==> src/rtl/core/rpr_pkg.sv <==
// rpr_pkg: types, codes and helper functions of the packet receiver.
// No dependencies; used by every module of the receiver.
package rpr_pkg;

    // Protocol characters
    localparam logic [7:0] CHAR_DOLLAR = 8'h24;
    localparam logic [7:0] CHAR_HASH   = 8'h23;
    localparam logic [7:0] CHAR_PLUS   = 8'h2b;
    localparam logic [7:0] CHAR_MINUS  = 8'h2d;
    localparam logic [7:0] BYTE_MASK   = 8'hff;

    // Register map
    localparam int unsigned PADDR_W = 3;
    localparam logic [0:0]  REG_MAX_PAYLOAD = 1'b0;
    localparam logic [15:0] MAX_PAYLOAD_RST = 16'd4095;

    typedef enum logic [3:0] {
        PH_HUNT    = 4'b0001,
        PH_PAYLOAD = 4'b0010,
        PH_DIG1    = 4'b0100,
        PH_DIG2    = 4'b1000
    } phase_t;

    typedef enum logic [2:0] {
        K_BYTE    = 3'd0,
        K_GOOD    = 3'd1,
        K_CKERR   = 3'd2,
        K_OVER    = 3'd3,
        K_RESTART = 3'd4
    } kind_t;

    typedef enum logic [1:0] {
        ACK_NONE  = 2'd0,
        ACK_PLUS  = 2'd1,
        ACK_MINUS = 2'd2
    } ack_t;

    typedef struct packed {
        kind_t       kind;
        logic [7:0]  data;
        logic [15:0] length;
        ack_t        ack;
    } result_t;

    typedef struct packed {
        logic       ok;
        logic [3:0] val;
    } hex_t;

    // ASCII hex digit decode; ok low for anything that is not a hex digit
    function automatic hex_t hex_decode(logic [7:0] c);
        hex_t h;
        h.ok  = 1'b1;
        h.val = 4'd0;
        if (c >= 8'h30 && c <= 8'h39) begin
            h.val = c[3:0];
        end else if ((c >= 8'h61 && c <= 8'h66) || (c >= 8'h41 && c <= 8'h46)) begin
            h.val = c[3:0] + 4'd9;
        end else begin
            h.ok = 1'b0;
        end
        return h;
    endfunction

endpackage

==> src/rtl/core/rsp_packet_receiver_core.sv <==
// rsp_packet_receiver_core: receiving half of a remote serial debug link.
//
// Input channel: one received byte (rx_byte) per transfer, in_valid/in_stall.
// Output channel: zero or one result per byte (kind, data, length, ack),
// out_valid/out_stall. Payload bytes stream out as kind 0; the end of each
// packet gives good (ack '+'), checksum error, overflow (ack '-') or a
// restart by a start character inside the payload.
// Configuration: APB-style slave, max_payload at byte address 0; write it
// only while no byte is in flight.
//
// Results are registered: in the output register, or in the skid entry behind a
// stalled result. Throughput: one byte per cycle while in_stall is low, set by
// the single parse stage in front of the output register.
// Stall: a stalled result holds in the output register; one further result
// lands in the skid entry, and in_stall then rises until the receiver drains
// it. Bytes that give no result still need in_stall low to be taken.
// Reset: parser returns to hunting for '$', counters clear, max_payload goes
// to 4095, output and skid entries empty. No clearing pass.
// Depends on rpr_pkg, rpr_cfg, rpr_parse and rpr_outbuf.
module rsp_packet_receiver_core (
    input  logic                          clk,
    input  logic                          rst_n,
    // byte input
    input  logic                          in_valid,
    output logic                          in_stall,
    input  logic [7:0]                    rx_byte,
    // result output
    output logic                          out_valid,
    input  logic                          out_stall,
    output logic [2:0]                    kind,
    output logic [7:0]                    data,
    output logic [15:0]                   length,
    output logic [1:0]                    ack,
    // configuration
    input  logic                          psel,
    input  logic                          penable,
    input  logic                          pwrite,
    input  logic [rpr_pkg::PADDR_W-1:0]   paddr,
    input  logic [31:0]                   pwdata,
    output logic [31:0]                   prdata,
    output logic                          pready
);
    import rpr_pkg::*;

    logic        in_fire;
    logic [15:0] max_payload;
    logic        res_valid;
    result_t     res;
    result_t     out_res;

    // a byte transfer completes when valid meets no stall
    assign in_fire = in_valid && !in_stall;

    rpr_cfg u_cfg (
        .clk         (clk),
        .rst_n       (rst_n),
        .psel        (psel),
        .penable     (penable),
        .pwrite      (pwrite),
        .paddr       (paddr),
        .pwdata      (pwdata),
        .prdata      (prdata),
        .pready      (pready),
        .max_payload (max_payload)
    );

    // framing, checksum and count: one byte per cycle while in_stall is low
    rpr_parse u_parse (
        .clk         (clk),
        .rst_n       (rst_n),
        .in_fire     (in_fire),
        .rx_byte     (rx_byte),
        .max_payload (max_payload),
        .res_valid   (res_valid),
        .res         (res)
    );

    // result register and skid entry; res_valid only counts on a transfer
    rpr_outbuf u_outbuf (
        .clk       (clk),
        .rst_n     (rst_n),
        .res_valid (res_valid && in_fire),
        .res       (res),
        .in_stall  (in_stall),
        .out_valid (out_valid),
        .out_stall (out_stall),
        .out_res   (out_res)
    );

    assign kind   = out_res.kind;
    assign data   = out_res.data;
    assign length = out_res.length;
    assign ack    = out_res.ack;

endmodule

==> src/rtl/core/rpr_cfg.sv <==
// rpr_cfg: APB-style register slave holding the max_payload limit.
// Depends on rpr_pkg.
module rpr_cfg (
    input  logic                          clk,
    input  logic                          rst_n,
    input  logic                          psel,
    input  logic                          penable,
    input  logic                          pwrite,
    input  logic [rpr_pkg::PADDR_W-1:0]   paddr,
    input  logic [31:0]                   pwdata,
    output logic [31:0]                   prdata,
    output logic                          pready,
    output logic [15:0]                   max_payload
);
    import rpr_pkg::*;

    logic [15:0] max_payload_reg;
    logic        wr_en;

    assign pready = 1'b1;
    assign wr_en  = psel && penable && pwrite && (paddr[2] == REG_MAX_PAYLOAD);

    always_ff @(posedge clk or negedge rst_n)
    begin
        if (!rst_n)
        begin
            max_payload_reg <= MAX_PAYLOAD_RST;
        end
        else if (wr_en)
        begin
            max_payload_reg <= pwdata[15:0];
        end
    end

    always_comb
    begin
        prdata = 32'd0;
        if (paddr[2] == REG_MAX_PAYLOAD)
        begin
            prdata = {16'd0, max_payload_reg};
        end
    end

    assign max_payload = max_payload_reg;

endmodule

==> src/rtl/core/rpr_parse.sv <==
// rpr_parse: packet framing state machine, checksum and byte count.
// Depends on rpr_pkg. One byte is parsed per accepted transfer.
module rpr_parse (
    input  logic             clk,
    input  logic             rst_n,
    input  logic             in_fire,
    input  logic [7:0]       rx_byte,
    input  logic [15:0]      max_payload,
    output logic             res_valid,
    output rpr_pkg::result_t res
);
    import rpr_pkg::*;

    phase_t      phase_reg,  phase_next;
    logic [7:0]  sum_reg,    sum_next;
    logic [15:0] count_reg,  count_next;
    logic [3:0]  high_reg,   high_next;
    logic        bad_reg,    bad_next;
    hex_t        hex;
    logic        sum_match;

    assign hex       = hex_decode(rx_byte);
    assign sum_match = ({high_reg, hex.val} == sum_reg);

    always_comb
    begin
        phase_next = phase_reg;
        sum_next   = sum_reg;
        count_next = count_reg;
        high_next  = high_reg;
        bad_next   = bad_reg;
        res_valid  = 1'b0;
        res        = '{kind: K_BYTE, data: 8'd0, length: 16'd0, ack: ACK_NONE};

        unique case (phase_reg)
            PH_HUNT:
            begin
                if (rx_byte == CHAR_DOLLAR)
                begin
                    phase_next = PH_PAYLOAD;
                    sum_next   = 8'd0;
                    count_next = 16'd0;
                end
            end
            PH_PAYLOAD:
            begin
                if (count_reg >= max_payload)
                begin
                    res_valid = 1'b1;
                    res.kind  = K_OVER;
                    res.ack   = ACK_MINUS;
                    if (rx_byte == CHAR_DOLLAR)
                    begin
                        sum_next   = 8'd0;
                        count_next = 16'd0;
                    end
                    else
                    begin
                        phase_next = PH_HUNT;
                    end
                end
                else if (rx_byte == CHAR_DOLLAR)
                begin
                    // start character inside payload: restart the packet
                    res_valid  = 1'b1;
                    res.kind   = K_RESTART;
                    sum_next   = 8'd0;
                    count_next = 16'd0;
                end
                else if (rx_byte == CHAR_HASH)
                begin
                    phase_next = PH_DIG1;
                end
                else
                begin
                    res_valid  = 1'b1;
                    res.data   = rx_byte;
                    sum_next   = sum_reg + rx_byte;
                    count_next = count_reg + 16'd1;
                end
            end
            PH_DIG1:
            begin
                bad_next   = !hex.ok;
                high_next  = hex.val;
                phase_next = PH_DIG2;
            end
            PH_DIG2:
            begin
                phase_next = PH_HUNT;
                res_valid  = 1'b1;
                if (!hex.ok || bad_reg || !sum_match)
                begin
                    res.kind = K_CKERR;
                    res.ack  = ACK_MINUS;
                end
                else
                begin
                    res.kind   = K_GOOD;
                    res.length = count_reg;
                    res.ack    = ACK_PLUS;
                end
            end
            default:
            begin
                phase_next = PH_HUNT;
            end
        endcase
    end

    always_ff @(posedge clk or negedge rst_n)
    begin
        if (!rst_n)
        begin
            phase_reg <= PH_HUNT;
            sum_reg   <= 8'd0;
            count_reg <= 16'd0;
            high_reg  <= 4'd0;
            bad_reg   <= 1'b0;
        end
        else if (in_fire)
        begin
            phase_reg <= phase_next;
            sum_reg   <= sum_next;
            count_reg <= count_next;
            high_reg  <= high_next;
            bad_reg   <= bad_next;
        end
    end

endmodule

==> src/rtl/core/rpr_outbuf.sv <==
// rpr_outbuf: output register plus one skid entry for result transfers.
// Depends on rpr_pkg. Stall towards the input is registered.
module rpr_outbuf (
    input  logic             clk,
    input  logic             rst_n,
    input  logic             res_valid,
    input  rpr_pkg::result_t res,
    output logic             in_stall,
    output logic             out_valid,
    input  logic             out_stall,
    output rpr_pkg::result_t out_res
);
    import rpr_pkg::*;

    logic    out_valid_reg;
    logic    skid_valid_reg;
    result_t out_reg;
    result_t skid_reg;
    logic    out_take;

    assign out_take = out_valid_reg && !out_stall;

    always_ff @(posedge clk or negedge rst_n)
    begin
        if (!rst_n)
        begin
            out_valid_reg  <= 1'b0;
            skid_valid_reg <= 1'b0;
        end
        else if (skid_valid_reg)
        begin
            if (out_take)
            begin
                skid_valid_reg <= 1'b0;
            end
        end
        else if (res_valid)
        begin
            if (!out_valid_reg || out_take)
            begin
                out_valid_reg <= 1'b1;
            end
            else
            begin
                skid_valid_reg <= 1'b1;
            end
        end
        else if (out_take)
        begin
            out_valid_reg <= 1'b0;
        end
    end

    always_ff @(posedge clk)
    begin
        if (skid_valid_reg)
        begin
            if (out_take)
            begin
                out_reg <= skid_reg;
            end
        end
        else if (res_valid)
        begin
            if (!out_valid_reg || out_take)
            begin
                out_reg <= res;
            end
            else
            begin
                skid_reg <= res;
            end
        end
    end

    assign in_stall  = skid_valid_reg;
    assign out_valid = out_valid_reg;
    assign out_res   = out_reg;

endmodule

==> config.mk <==
export PLATFORM = sky130hd
export DESIGN_NAME = rsp_packet_receiver_core
export DESIGN_NICKNAME = d
export VERILOG_FILES = /design/src/rtl/core/rpr_pkg.sv /design/src/rtl/core/rsp_packet_receiver_core.sv /design/src/rtl/core/rpr_cfg.sv /design/src/rtl/core/rpr_parse.sv /design/src/rtl/core/rpr_outbuf.sv
export SDC_FILE = /design/constraint.sdc
export NUM_CORES = 1
export LEC_CHECK = 0
export BUFFER_PORTS_ARGS = -buffer_cell sky130_fd_sc_hd__buf_2
export CELL_PAD_IN_SITES_DETAIL_PLACEMENT = 0
export CELL_PAD_IN_SITES_GLOBAL_PLACEMENT = 1
export CORE_MARGIN = 2
export CORE_UTILIZATION = 44
export DETAILED_ROUTE_END_ITERATION = 16
export HOLD_SLACK_MARGIN = 0.1
export PLACE_DENSITY = 0.9
export SYNTH_ARGS = -nofsm -noshare
export SYNTH_HDL_FRONTEND = slang
export SYNTH_SLANG_ARGS = --single-unit
==> constraint.sdc <==
create_clock -name clk -period 5.21 [get_ports clk]
set_input_delay 0.521 -clock clk [delete_from_list [all_inputs] [get_ports clk]]
set_output_delay 0.521 -clock clk [all_outputs]
set_load 0.03 [all_outputs]
### Word level (Yosys, flattened, before mapping)

Index checks and enable logic that the tools add are counted.

* $add $sub $neg: 3
* mux-type cells: 49
* $lt $le $gt $ge: 7
* reductions and logical operators: 28
* eq/ne operators: 13
* bitwise gates (word level): 3

Operator list (number)
* two-way mux 29 bit: 4
* two-way mux 16 bit: 7
* two-way mux 8 bit: 8
* one-hot mux 16 bit (2 select lines): 1
* two-way mux 4 bit: 7
* adder 16 x 1 -> 16 bit (second input constant): 1
* == test 8 x 6 -> 1 bit (second input constant): 2
* >= comparator 16 bit: 1
* >= comparator 8 x 7 -> 1 bit (second input constant): 2
* less-or-equal comparator 8 x 7 -> 1 bit (second input constant): 2
* one-hot mux 8 bit (2 select lines): 1
* two-way mux 1 bit: 12
* one-hot mux 4 bit (3 select lines): 1
* AND reduction 3 bit: 4
* logical AND 1 bit: 9
* adder 8 bit: 1
* == test 8 bit: 1
* >= comparator 8 x 6 -> 1 bit (second input constant): 1
* less-or-equal comparator 8 x 6 -> 1 bit (second input constant): 1
* nonzero test 2 bit: 4
* two-way mux 2 bit: 3
* two-way mux 3 bit: 2
* inequality test 2 bit (second input constant): 3
* one-hot mux 3 bit (2 select lines): 1
* other kinds (15): 24

* register bits: 109
* output and inout port bits: 64
* logic and storage cells: 119

### Depth between registers and ports, before layout

* depth in word-level cells: 13
* gate-level depth with buffers: 10

### Hierarchy

A second synthesis with hierarchy kept.

* cell total of the unflattened synthesis: 533
* area total of the unflattened synthesis: 6311.1 sq um

Modules (own cells, without submodules)
* rpr_parse: area an instance 3047.9 sq um, cells an instance 358, seq. area each 827.0 sq um, times used 1
* rpr_outbuf: area an instance 2333.5 sq um, cells an instance 103, seq. area each 1791.7 sq um, times used 1
* rpr_cfg: area an instance 914.6 sq um, cells an instance 70, seq. area each 415.4 sq um, times used 1
* rsp_packet_receiver_core: area an instance 15.0 sq um, cells an instance 2, seq. area each 0.0 sq um, times used 1

### Worst setup path before layout

No wires, ideal clock.

* kind: register to register
* start: reg u_cfg.max_payload_reg[5], in the netlist u_cfg.max_payload[5]
* end: reg u_outbuf.out_reg, in the netlist u_outbuf.out_res[0], enable pin
* arrival time: 3.575 ns
* setup time: 0.456 ns
* stages on the path, launching flop included: 9
* path buffers: 0
* clock period less this slack: 4.031 ns
* path slack: 1.179 ns
* data required time: 4.754 ns
* path through: dfstp_2 > inv_1 > ha_1 > o211ai_1 > nor3_1 > a211oi_1 > nor2_1 > o31ai_1 > a21boi_0

* word-level cells in the longest chain between the ends: 6

RTL lines
* start: declaration: line rpr_cfg.sv:17 `logic [15:0] max_payload_reg;`
* start signal: assignment: line rpr_cfg.sv:31 `max_payload_reg <= pwdata[15:0];`
* >= comparator 16 bit: line rpr_parse.sv:47 `if (count_reg >= max_payload)`
* two-way mux 1 bit: line rpr_parse.sv:47
* one-hot mux 1 bit (2 select lines): line rpr_parse.sv:35 `unique case (phase_reg)`
* logical AND 1 bit: line rsp_packet_receiver_core.sv:82 `.res_valid (res_valid && in_fire),`
* nonzero test 2 bit (no line)
* AND reduction 3 bit (no line)
* end signal: assignment: line rpr_outbuf.sv:60 `out_reg <= skid_reg;`
* end signal: assignment: line rpr_outbuf.sv:67 `out_reg <= res;`
* end: declaration: line rpr_outbuf.sv:17 `result_t out_reg;`

No other way between the ends.
A chain may end at the register's enable or synchronous reset.

### Worst setup path in the final report

* start: in rx_byte[1]
* end: reg u_outbuf.out_reg, in the netlist u_outbuf.out_res[4], data pin

* word-level cells in the longest chain between the ends: 13

RTL lines
* start: declaration: line rsp_packet_receiver_core.sv:26 `input logic [7:0] rx_byte,`
* >= comparator 8 x 7 -> 1 bit / less-or-equal comparator 8 x 7 -> 1 bit (equally long branches): line rpr_pkg.sv:57 `end else if ((c >= 8'h61 && c <= 8'h66) || (c >= 8'h41 && c <= 8'h46)) begin`
* logical AND 1 bit: line rpr_pkg.sv:57
* logical OR 1 bit: line rpr_pkg.sv:57
* two-way mux 4 bit / two-way mux 1 bit (equally long branches): line rpr_pkg.sv:57
* two-way mux 4 bit / two-way mux 1 bit (equally long branches): line rpr_pkg.sv:55 `if (c >= 8'h30 && c <= 8'h39) begin`
* == test 8 bit / zero test 1 bit (equally long branches): line rpr_parse.sv:23, rpr_parse.sv:92
* zero test 1 bit / logical OR 1 bit (equally long branches): line rpr_parse.sv:92 `if (!hex.ok || bad_reg || !sum_match)`
* logical OR 1 bit *: line rpr_parse.sv:92
* two-way mux 16 bit *: line rpr_parse.sv:92
* two-way mux 16 bit *: line rpr_parse.sv:35
* two-way mux 29 bit *: line rpr_outbuf.sv:65 `if (!out_valid_reg || out_take)`
* two-way mux 29 bit *: line rpr_outbuf.sv:63 `else if (res_valid)`
* two-way mux 29 bit *: line rpr_outbuf.sv:56 `if (skid_valid_reg)`

Every way passes the cells marked *; elsewhere a longest branch is shown, timed or not. The select of a mux whose other input is x is not followed.

==> results.toml <==
[detailed_routing]
vias = 4399
viasPerCell = 5.41
drc = 0
wirelength_um = 12500
wl_per_cell_um = 15.4
first_iter_violations = 360
first_pass_iters = 5
ant_nets = 0

[global_routing]
grt.total_usage_pct = 17.8
grt_pass1_vias = 4198
grt_antenna_before_repair = 0
globalRoute.totalOverflow = 0
grt_pass1_wl_um = 20700
grt_max_degree = 52

[clock_tree]
hold_buffers = 0
clock-sinks = 107
cts-resized-gates = 0
cts_root_buf = "clkbuf_16"
clk_pin_slew_ps = 70
cts_tree = "done"
insertion_delay_ps = 350
clockBufferDepth = 2
post_cts_buffers = 0
cts_inserted_buffers = 9
htreeDepth = 3

[synth]
synthTopCellsByArea = "edfxtp_1 28%, dfrtp_1 16%, dfstp_2 5.6%"
synthCells = 562
synthMuxAreaShare_pct = 4.61
ys_warn_count = 0
ys_ff_latch = 107
netlist_area_um2 = 6050
async_reset_ff_share_pct = 47.7
synth-compound-area-share_pct = 15.9
synth_cell_type_count = 65
synth-simple-area-share_pct = 14.8
synth_flop_cell = "edfxtp_1"
synth_edf_count = 56
syn_avg_cell_area_um2 = 10.8
synth.top_cell.area_share_pct = 27.8
synth_adder_area_share_pct = 5.91
synth_top_family_by_area = "compound AO/OA/AOI/OAI gates"
ys_seq_area_share_pct = 49.1
synth-xor-area-share_pct = 2.60
yosysTopAreaCell = "edfxtp_1"

[power_and_ir_drop]
p_leak_nw = 2.88
max-vdd-ir-drop_mv = 0.171
p_per_area_nw_per_um2 = 298
p_total_mw = 2.04

[floorplan]
core_area_um2 = 13300
fp.dieArea_um2 = 14700
start_util_pct = 45.4
die_x_um = 121
io_pins = 114
rows = 42
die_h_um = 121

[timing]
rsz0062_at_grt = "no"
finalCritPeriodShare_pct = 70.0
min_period_ps = 3650
fin_skew_ps = 5.90
worst_hold_slack_ps = 277
relSlewSlack_pct = 25.0
final-setup-viol-count = 0
tightestPinTransition_ps = 1120
setup_tns_ps = 0
finalHoldViolations = 0
slew_violations = 0
max_freq_mhz = 274

[worst_setup_path]
path_class = "input pin to flip-flop"
cp_max_fo = 35
slowest_stage = "or4b_2"
path_cells = "buf_2, inv_1, ha_1, nor3b_1, nor4_2, or3_1, a211oi_1, or4b_2, o31ai_1"
r2r_slack_ps = 1770
critical_path.top_delay_family = "simple AND/OR/NAND/NOR gates"
worst-path-buf-inv = 2
required_ps = 5370
worst_setup_path_end_kind = "flip-flop"
start_kind = "input pin"
max_stage_delay_ps = 1100
crit_arrival_ps = 3810

[cells_and_area]
drive_gt1_share_pct = 24.8
final_cell_mix = "78 x buf_2, 57 x nor2_1, 56 x edfxtp_1"
multiInputGateArea_um2 = 2720
fillers = 1197
final_common_cell = "buf_2"
final_nets = 710
regArea_um2 = 2980
fin_util_pct = 51.2
antennaDiodeCount = 0
area_delta_synth_final_pct = 13.0

[run]
cap_violations = 0

[placement]
finalWeightedCongestion = 0.841
portBuffers = 78
dp_hpwl_um = 9280

[worst_hold_path]
hp-class = "input pin to async pin"

[status]
status = "finished clean"
-- worst paths after layout --
kind                                                  start                                 to  cells after the start
max                                              rx_byte[1]      u_outbuf.out_res[4]$_DFFE_PP_                      9
min                                                   rst_n  u_cfg.max_payload[13]$_DFFE_PN0P_                      2
max reg2reg                u_cfg.max_payload[5]$_DFFE_PN1P_     u_outbuf.skid_reg[9]$_DFFE_PP_                      9
min reg2reg                     u_parse.bad_reg$_DFFE_PN0P_        u_parse.bad_reg$_DFFE_PN0P_                      2
max in group asynchronous                             rst_n        u_outbuf.in_stall$_DFF_PN0_                      2
min in group clk                                 pwdata[15]  u_cfg.max_payload[15]$_DFFE_PN0P_                      2
-- per-stage QoR --
stage	setup WS (ps)	area, um^2	std cells
global placement	1290	6530	797
finish	1560	6840	813
detailed placement	1190	6530	797
global route	1300	6840	813
floorplan	1180	6110	577
CTS	1550	6840	813
-- area by class of cell --
| type | count | share of cell area, % |
|---|---|---|
| well taps | 176 | 3.22 |
| flip-flops and latches | 107 | 43.5 |
| clock inverters | 4 | 0.823 |
| inverters | 45 | 2.47 |
| repair buffers | 85 | 6.48 |
| clock buffers | 12 | 3.75 |
| multi-input cells | 384 | 39.8 |
-- cells by family (layout without fill, tap and decap cells) --
kind of cell	Yosys count	after routing
XOR/XNOR	18	18
buffers and inverters	86	146
other	2	17
multiplexers	25	25
AND/OR/NAND/NOR	177	177
adder cells (fa/ha/maj)	28	28
flip-flops	107	107
AO/OA/AOI/OAI	119	119
-- report_power, final --
group | switching (mW) | internal [mW]
registers | 0.0340 | 0.944
logic | 0.224 | 0.123
clock network | 0.308 | 0.404
-- synthesized netlist by cell type, types with 3 or more instances --
library cell and n:
nor2_1 58, edfxtp_1 56, inv_1 44, nand2_1 40, dfrtp_1 38, ha_1 27
a21oi_1 25, mux2_2 23, clkbuf_1 19, buf_4 18, o21ai_0 18, xnor2_1 16
a211oi_1 14, o31ai_1 14, dfstp_2 13, nor3_1 13, nand3_1 12, o31ai_4 10
a22o_1 8, nand4_1 8, a21o_1 6, or4_1 6, and2_1 5, nand2b_1 5
and3_1 4, a2111oi_0 3, nand3b_1 3, nor3b_1 3, nor4_1 3, o211ai_1 3
-- routing by layer --
layer / vias up / wire [um] / GRT usage, %
met5: - / 0 / 0
met4: 0 / 210 / 6.47
met3: 12 / 628 / 2.77
met2: 130 / 5960 / 28.8
met1: 2114 / 5710 / 24.3
li1: 2143 / - / -
(Power assumes the default switching activity.)
